===== src/lwes_pkg.sv =====
package lwes_pkg;

  localparam int unsigned WinDepth = 1024;
  localparam int unsigned AddrW    = $clog2(WinDepth);
  localparam int unsigned CountW   = $clog2(WinDepth + 1);
  localparam int unsigned CostW    = 16;
  localparam int unsigned TargetW  = 24;
  localparam int unsigned SumW     = 27;
  localparam int unsigned BestW    = 11;
  localparam int unsigned CmpW     = (CountW > BestW) ? CountW : BestW;

  localparam logic [BestW-1:0] BestMax = '1;

  typedef struct packed {
    logic [CostW-1:0] island_cost;
    logic             last_element;
  } in_t;

  typedef struct packed {
    logic [BestW-1:0] best_length;
    logic             overflow;
  } out_t;

  typedef struct packed {
    logic valid;
    out_t data;
  } res_t;

endpackage


===== src/lwes_seq.sv =====
module lwes_seq import lwes_pkg::*; (
  input  logic               clk_i,
  input  logic               rst_ni,
  input  logic               in_valid_i,
  input  in_t                in_data_i,
  output logic               in_stall_o,
  input  logic [TargetW-1:0] target_i,
  input  logic               res_free_i,
  output res_t               res_o,
  output logic               ram_we_o,
  output logic [AddrW-1:0]   ram_waddr_o,
  output logic [CostW-1:0]   ram_wdata_o,
  output logic [AddrW-1:0]   ram_raddr_o,
  input  logic [CostW-1:0]   ram_rdata_i
);

  typedef enum logic [1:0] {
    S_IDLE,
    S_EVICT,
    S_CHECK,
    S_DROP
  } state_e;

  state_e             state_q, state_d;
  logic [AddrW-1:0]   head_q, head_d;
  logic [CountW-1:0]  count_q, count_d;
  logic [SumW-1:0]    sum_q, sum_d;
  logic [BestW-1:0]   best_q, best_d;
  logic               ovf_q, ovf_d;
  logic [CostW-1:0]   cost_q, cost_d;
  logic               last_q, last_d;

  logic               full;
  logic [AddrW:0]     tail_sum;
  logic [AddrW-1:0]   tail;
  logic [AddrW-1:0]   head_inc;
  logic [SumW-1:0]    add_op, sub_op, sum_calc;
  logic [SumW-1:0]    target_x;
  logic               drop_req;
  logic               hit;
  logic [CmpW-1:0]    cnt_x, best_x;
  logic [BestW-1:0]   best_new;

  assign full     = (count_q == CountW'(WinDepth));
  assign tail_sum = (AddrW+1)'(head_q) + (AddrW+1)'(count_q[AddrW-1:0]);
  assign tail     = (tail_sum >= (AddrW+1)'(WinDepth))
                    ? AddrW'(tail_sum - (AddrW+1)'(WinDepth)) : AddrW'(tail_sum);
  assign head_inc = (head_q == AddrW'(WinDepth - 1)) ? '0 : head_q + AddrW'(1);

  assign sum_calc = sum_q + add_op - sub_op;

  assign target_x = SumW'(target_i);
  assign drop_req = (count_q != '0) && (sum_q > target_x);
  assign cnt_x    = CmpW'(count_q);
  assign best_x   = CmpW'(best_q);
  assign hit      = (sum_q == target_x) && (cnt_x > best_x);
  assign best_new = !hit ? best_q
                  : (cnt_x > CmpW'(BestMax)) ? BestMax : BestW'(cnt_x);

  assign in_stall_o = (state_q != S_IDLE);

  always_comb begin
    state_d     = state_q;
    head_d      = head_q;
    count_d     = count_q;
    sum_d       = sum_q;
    best_d      = best_q;
    ovf_d       = ovf_q;
    cost_d      = cost_q;
    last_d      = last_q;
    add_op      = '0;
    sub_op      = '0;
    ram_we_o    = 1'b0;
    ram_waddr_o = tail;
    ram_wdata_o = in_data_i.island_cost;
    ram_raddr_o = head_q;
    res_o       = '0;
    unique case (state_q)
      S_IDLE: begin
        if (in_valid_i) begin
          cost_d = in_data_i.island_cost;
          last_d = in_data_i.last_element;
          if (full) begin
            state_d = S_EVICT;
          end else begin
            ram_we_o = 1'b1;
            add_op   = SumW'(in_data_i.island_cost);
            sum_d    = sum_calc;
            count_d  = count_q + CountW'(1);
            state_d  = S_CHECK;
          end
        end
      end
      S_EVICT: begin
        ram_we_o    = 1'b1;
        ram_waddr_o = head_q;
        ram_wdata_o = cost_q;
        add_op      = SumW'(cost_q);
        sub_op      = SumW'(ram_rdata_i);
        sum_d       = sum_calc;
        head_d      = head_inc;
        ovf_d       = 1'b1;
        state_d     = S_CHECK;
      end
      S_CHECK: begin
        if (drop_req) begin
          state_d = S_DROP;
        end else begin
          best_d = best_new;
          if (!last_q) begin
            state_d = S_IDLE;
          end else if (res_free_i) begin
            res_o.valid            = 1'b1;
            res_o.data.best_length = best_new;
            res_o.data.overflow    = ovf_q;
            head_d  = '0;
            count_d = '0;
            sum_d   = '0;
            best_d  = '0;
            ovf_d   = 1'b0;
            state_d = S_IDLE;
          end
        end
      end
      S_DROP: begin
        sub_op  = SumW'(ram_rdata_i);
        sum_d   = sum_calc;
        head_d  = head_inc;
        count_d = count_q - CountW'(1);
        state_d = S_CHECK;
      end
      default: begin
        state_d = S_IDLE;
      end
    endcase
  end

  always_ff @(posedge clk_i or negedge rst_ni) begin
    if (!rst_ni) begin
      state_q <= S_IDLE;
      head_q  <= '0;
      count_q <= '0;
      sum_q   <= '0;
      best_q  <= '0;
      ovf_q   <= 1'b0;
    end else begin
      state_q <= state_d;
      head_q  <= head_d;
      count_q <= count_d;
      sum_q   <= sum_d;
      best_q  <= best_d;
      ovf_q   <= ovf_d;
    end
  end

  always_ff @(posedge clk_i) begin
    cost_q <= cost_d;
    last_q <= last_d;
  end

endmodule


===== config.mk =====
export PLATFORM = sky130hd
export DESIGN_NAME = lwes_seq
export DESIGN_NICKNAME = d
export VERILOG_FILES = /design/src/lwes_pkg.sv /design/src/lwes_seq.sv
export SDC_FILE = /design/constraint.sdc
export NUM_CORES = 1
export LEC_CHECK = 0
export BUFFER_PORTS_ARGS = -buffer_cell sky130_fd_sc_hd__buf_2
export CAP_MARGIN = 10
export CORE_MARGIN = 2
export CORE_UTILIZATION = 60
export DETAILED_ROUTE_END_ITERATION = 12
export GPL_TIMING_DRIVEN = 0
export PLACE_DENSITY_LB_ADDON = 0.15
export SETUP_SLACK_MARGIN = 0.1
export SLEW_MARGIN = 10
export SYNTH_ARGS = -nofsm -noshare
export SYNTH_HDL_FRONTEND = slang
export SYNTH_SLANG_ARGS = --single-unit

===== constraint.sdc =====
create_clock -name clk_i -period 13.86 [get_ports clk_i]
set_input_delay 0.693 -clock clk_i [delete_from_list [all_inputs] [get_ports clk_i]]
set_output_delay 0.693 -clock clk_i [all_outputs]
set_load 0.02 [all_outputs]

==> out/results.tsv, run 1 <==
stage	metric	value	unit
cts	cts_tree	yes	
worst_setup_path	crit_path_max_fanout	14	
placement	io_buffers	111	
sta	hold_viol_final	0	
global_route	grt_pass1_vias	6528	
synthesis	syn-num-nets	1049	
sta	grt_setup_unrepaired	no	
cts	ctsResizeCount	0	
hold_path	hold_class	input pin to async pin	
floorplanning	io_pins	112	
route	dr.pass1.iters	5	
cts	ctsHoldBuffers	0	
cts	clock_path_buffers	2	
worst_setup_path	start_kind	flop	
synthesis	avgSynthCellArea	8.31	um^2
synthesis	synthFlopType	dfrtp_1	
worst_setup_path	cp.required	14.09	ns
finish	final_nets	1173	
finish	drive_gt1_share	14.6	%
worst_setup_path	crit_type	flop to flop	
synthesis	synth_mux_area_share	2.05	%
cts	clk_pin_slew_worst_paths	0.06	ns
floorplanning	die_area	13200	um^2
route	avgRoutedWirePerCell	16.4	um
worst_setup_path	slowest_delay	0.54	ns
global_route	grt_pass1_wl	31100	um
global_route	overflow	0	
worst_setup_path	r2r_slack	8.83	ns
sta	finalSetupViolations	0	
synthesis	synth-compound-area-share	21.0	%
worst_setup_path	cpMostUsedCell	o21ai_0	
floorplanning	die_y	115	um
route	vias	6782	
finish	antennaDiodeCount	0	
sta	slew_violations	0	
route	wl	19000	um
cts	clock_latency	0.35	ns
cts	cts_buffers	9	
placement	place_hpwl	14800	um
sta	max_freq	199	MHz
route	drt_iter0_drc	439	
worst_setup_path	cp-startpoint	state_q[0]	
cts	root_buffer	clkbuf_16	
route	route.detailed.drc	0	
synthesis	synthAdderAreaFrac	19.0	%
sta	tightest_slew	0.664	ns
worst_setup_path	endpoint_kind	flop	
synthesis	syn_area	7370	um^2
synthesis	ys_warn_count	0	
synthesis	synthCells	887	
worst_setup_path	critPathArrivalTime	5.27	ns
synthesis	synth_top_family_by_area	compound AO/OA/AOI/OAI gates	
worst_setup_path	cp_cell_sequence	clkbuf_1, or2_2, nor2_2, buf_8, and2_1, clkbuf_1, a21boi_0, fa_1, inv_1, ha_1, o21ai_0, o21ai_0, nand3_1, a21boi_0, o21ai_0, o2bb2ai_1, a211o_1	
synthesis	synth_simple_gate_area_share	18.6	%
run	drv_cap	0	
placement	gp_congestion	0.917	
route	viasPerCell	5.83	
floorplanning	start_util	61.4	%
synthesis	async_flop_share	78.5	%
sta	setup_tns	0	ns
synthesis	synth-edff-count	17	
cts	cts_setup_buffers	0	
global_route	grtUsageTotal	29.7	%
synthesis	ys_seq_area_share	28.0	%
cts	clock-sinks	79	
sta	period_needed	5.03	ns
run_status	status	finished clean	
worst_setup_path	reg2reg_from	state_q[0]	
floorplanning	die_x	115	um
floorplanning	core	12000	um^2
worst_setup_path	cp_slowest_cell	o21ai_0	
cts	htreeDepth	3	
global_route	grt_max_degree	41	
global_route	antenna_found_initial	0	
synthesis	synthXorXnorAreaFrac	3.92	%
sta	finClkSkew	0.00620	ns
floorplanning	rows	40	
sta	fin_crit_sh	36.3	%
sta	relSlewSlack	55.7	%
route	detail-route-antenna-nets	0	
synthesis	ys_seq_elements	79	
finish	syn_to_final_growth	14.6	%
synthesis	synth_cell_type_count	64	
## cell type report
class / instances / area, um^2
repair buffers: 113 / 593
multi-input cells: 669 / 4770
fillers: 1056 / 3560
flip-flops and latches: 79 / 2060
inverters: 108 / 405
well taps: 147 / 184
plain buffers: 31 / 143
clock inverters: 4 / 53.8
clock buffers: 12 / 246
## worst paths after layout
| path | endpoint | cells after the start |
|---|---|---|
| max | sum_q[15] | 17 |
| min | ram_raddr_o[1] | 1 |
| max reg2reg | sum_q[15] | 17 |
| min reg2reg | ovf_q | 1 |
| max in group asynchronous | sum_q[25] | 2 |
| min in group clk_i | ovf_q | 1 |
## stage by stage
stage | hold slack, ns | worst slack [ns] | std cells | cell area (um^2) | utilization (%)
after floorplan | 0.397 | 9.14 | 887 | 7370 | -
after global placement | 0.462 | 8.15 | 1145 | 8110 | 67.6
after detailed placement | 0.473 | 8.97 | 1147 | 8150 | 67.9
after CTS | 0.242 | 8.95 | 1163 | 8450 | 70.4
after global routing | 0.253 | 8.51 | 1163 | 8450 | 70.4
final | 0.238 | 8.83 | 1163 | 8450 | 70.4
## critical path, delay by kind of cell (launching register included)
| kind | cells | cell delay, ns |
|---|---|---|
| AOI/OAI and AO/OA | 7 | 1.83 |
| and+or+nand+nor | 4 | 1.10 |
| adders and majority gates | 2 | 0.86 |
| buffers and inverters | 4 | 0.77 |
| DFF | 1 | 0.35 |
## flip-flops by register name (all words and copies together), names as in the netlist
name         flops
best_q          11
ovf_q            1
state_q          2
sum_q           27
cnt_x           11
last_q           1
ram_raddr_o     10
cost_q          16
## kinds of logic after synthesis
logic type               count (synthesis)
buffers and inverters                  139
multiplexers                            15
XOR/XNOR                                33
adder cells (fa/ha/maj)                101
AO/OA/AOI/OAI                          231
AND/OR/NAND/NOR                        289
flip-flops                              79
## layout by cell type (no fill, tap or decap), types with 14 or more instances in the layout
| cell | count |
|---|---|
| a21boi_0 | 20 |
| a21oi_1 | 46 |
| a22o_1 | 22 |
| and2_1 | 19 |
| buf_2 | 119 |
| clkbuf_1 | 20 |
| dfrtp_1 | 62 |
| edfxtp_1 | 17 |
| fa_1 | 18 |
| ha_1 | 83 |
| inv_1 | 108 |
| mux2i_1 | 14 |
| nand2_1 | 115 |
| nand3_1 | 24 |
| nor2_1 | 54 |
| nor3_1 | 14 |
| o21ai_0 | 34 |
| o22ai_1 | 21 |
| xnor2_1 | 15 |
| xor2_1 | 18 |
## metal layers
metal | global-route usage, % | wire (um) | vias up
met5 | 0 | 0 | -
met3 | 3.43 | 781 | 36
li1 | - | - | 3359
met2 | 51.9 | 9490 | 173
met1 | 37.7 | 8240 | 3214
met4 | 11.7 | 542 | 0
## cells in the mapped netlist, types with 4 or more instances
master	count	share of area, %
nor2_1	55	2.8
nand4_1	7	0.59
and2_1	19	1.6
dfrtp_1	62	21
nand2b_1	12	1.0
or3_1	5	0.42
a31oi_1	11	0.93
xor2_1	18	2.1
a22o_1	22	2.6
nor3_1	14	0.95
nor2b_1	8	0.68
o21ai_0	34	2.3
inv_1	108	5.5
o21a_1	12	1.2
nand3_1	24	1.6
a21oi_1	46	3.1
buf_2	9	0.61
a211o_1	4	0.48
edfxtp_1	17	6.9
o21bai_1	4	0.41
a21boi_0	20	2.0
nor3b_1	6	0.61
ha_1	83	14
clkbuf_1	18	0.92
o22ai_1	21	1.8
o211ai_1	6	0.61
nand2_1	115	5.9
a211oi_1	8	0.81
xnor2_1	15	1.8
fa_1	18	4.9
or2_2	7	0.59
o31ai_1	6	0.61
a21o_1	12	1.2
mux2i_1	14	1.9
Power of run 1 is left out: the tool's default activity adds up to more than one toggle a clock period on the data nets, which glitch-free logic cannot reach.
==> inputs of run 2 (changes only) <==
CORE_UTILIZATION = 59   (was 60)
clock period = 4.9 ns   (was 13.86 ns; I/O delays follow)
==> out/results.tsv, run 2 (same netlist as run 1, synthesis figures left out) <==
stage	metric	value	unit
floorplanning	die_area	13400	um^2
global_route	grt_pass1_vias	6396	
finish	final_cell_mix	buf_2 (119), nand2_1 (115), inv_1 (108)	
finish	layout_commonest_cell	buf_2	
hold_path	hold_depth	1	
placement	placed_cells	1168	
floorplanning	core	12100	um^2
sta	finalSetupViolations	0	
placement	place_area	8190	um^2
route	drt_iter0_drc	419	
finish	largest-register	sum_q	
placement	gp_congestion	0.908	
finish	syn_to_final_growth	15.6	%
floorplanning	io_pins	112	
global_route	grt_max_degree	57	
global_route	grt_pass1_wl	30900	um
finish	fin_cells	1184	
sta	tightest_slew	0.634	ns
route	wl	19400	um
finish	final_nets	1173	
worst_setup_path	endpoint_kind	flop	
cts	cts_tree	yes	
global_route	antenna_found_initial	0	
placement	io_buffers	111	
sta	finClkSkew	0.00809	ns
sta	period_needed	4.54	ns
route	dr.pass1.iters	5	
finish	reg_top3	sum_q (27), cost_q (16)	
floorplanning	start_util	60.9	%
cts	root_buffer	clkbuf_16	
sta	hold_viol_final	0	
cts	clock_latency	0.35	ns
route	route.detailed.drc	0	
worst_setup_path	r2r_end	sum_q[21]	
finish	antennaDiodeCount	0	
worst_setup_path	crit_path_max_fanout	14	
cts	clock-sinks	79	
run	drv_cap	0	
run_status	status	finished clean	
hold_path	hold_class	input pin to flop	
hold_path	min-delay-start	in_data_i[0]	
worst_setup_path	reg2reg_from	state_q[0]	
global_route	grtUsageTotal	29.7	%
finish	drive_gt1_share	15.5	%
route	vias	6898	
hold_path	hold_end	last_q	
cts	clock_path_buffers	2	
sta	slew_violations	0	
finish	largest_reg_flops	27	
sta	fin_crit_sh	92.7	%
sta	grt_setup_unrepaired	no	
route	detail-route-antenna-nets	0	
worst_setup_path	cp.required	5.13	ns
sta	relSlewSlack	57.7	%
cts	clk_pin_slew_worst_paths	0.06	ns
finish	regArea	2060	um^2
floorplanning	die_x	116	um
worst_setup_path	r2r_slack	0.36	ns
finish	final_cell_area	8520	um^2
finish	multi_input_area	4810	um^2
floorplanning	die_y	116	um
worst_setup_path	critPathArrivalTime	4.77	ns
floorplanning	rows	40	
route	avgRoutedWirePerCell	16.3	um
worst_setup_path	crit_type	flop to flop	
cts	cts_buffers	9	
placement	place_hpwl	14900	um
finish	nFillCells	1051	
cts	htreeDepth	3	
worst_setup_path	start_kind	flop	
worst_setup_path	rr_worst_depth	17	
sta	max_freq	220	MHz
route	viasPerCell	5.83	
global_route	overflow	0	
-- run 2: worst max path at each step --
stage                     slack (ns)   endpoint  startpoint  depth (start not counted)
after floorplan                 0.18  sum_q[21]  state_q[0]                         16
after global placement         -0.77  sum_q[21]  state_q[0]                         16
after detailed placement       0.002  sum_q[15]  state_q[0]                         17
after CTS                       0.22  sum_q[21]  state_q[0]                         16
after global routing             0.1  sum_q[15]  state_q[0]                         17
final                           0.36  sum_q[21]  state_q[0]                         17
-- run 2: critical path: stages (launching register included) --
cell	delay [ns]
dfrtp_1	0.35
clkbuf_1	0.18
or2_2	0.38
nor2_4	0.22
buf_8	0.20
and2_1	0.15
clkbuf_2	0.22
a21boi_0	0.16
fa_1	0.51
inv_1	0.05
ha_1	0.38
a211oi_1	0.28
nor2_1	0.12
o311ai_2	0.31
nand3_1	0.21
a21oi_1	0.23
nor4b_1	0.07
or3_1	0.38
-- run 2: repair_timing --
item,in CTS,in global routing
setup buffers,0,0
hold buffers,1,0
hold endpoints to repair,62,0
setup endpoints to repair,5,13
pin swaps,0,0
gates resized for setup,2,13
-- run 2: area by class of cell --
cell class,count,area share (%)
buffer,30,1.67
clock buffer,12,3.02
clock inverter,4,0.323
inverter,108,4.76
multi-input combinational,669,56.4
sequential,79,24.2
tap,168,2.47
timing repair buffer,114,7.16
-- run 2: stage by stage --
step	TNS (ns)	worst slack, ns	hold WS [ns]	utilization (%)
finish	0	0.359	0.0818	70.4
global route	0	0.100	0.0715	70.4
CTS	0	0.221	0.0766	70.1
detailed placement	0	0.00235	0.0724	67.6
global placement	-10.92	-0.768	0.438	67.2
floorplan	0	0.180	-0.0506	-
-- run 2: layer usage --
layer | global-route usage [%] | part of all wire, %
met1 | 37.0 | 41
met2 | 52.6 | 51
met3 | 4.13 | 5.5
met4 | 11.2 | 2.3
met5 | 0 | 0
Power of run 2 is left out for the same reason.
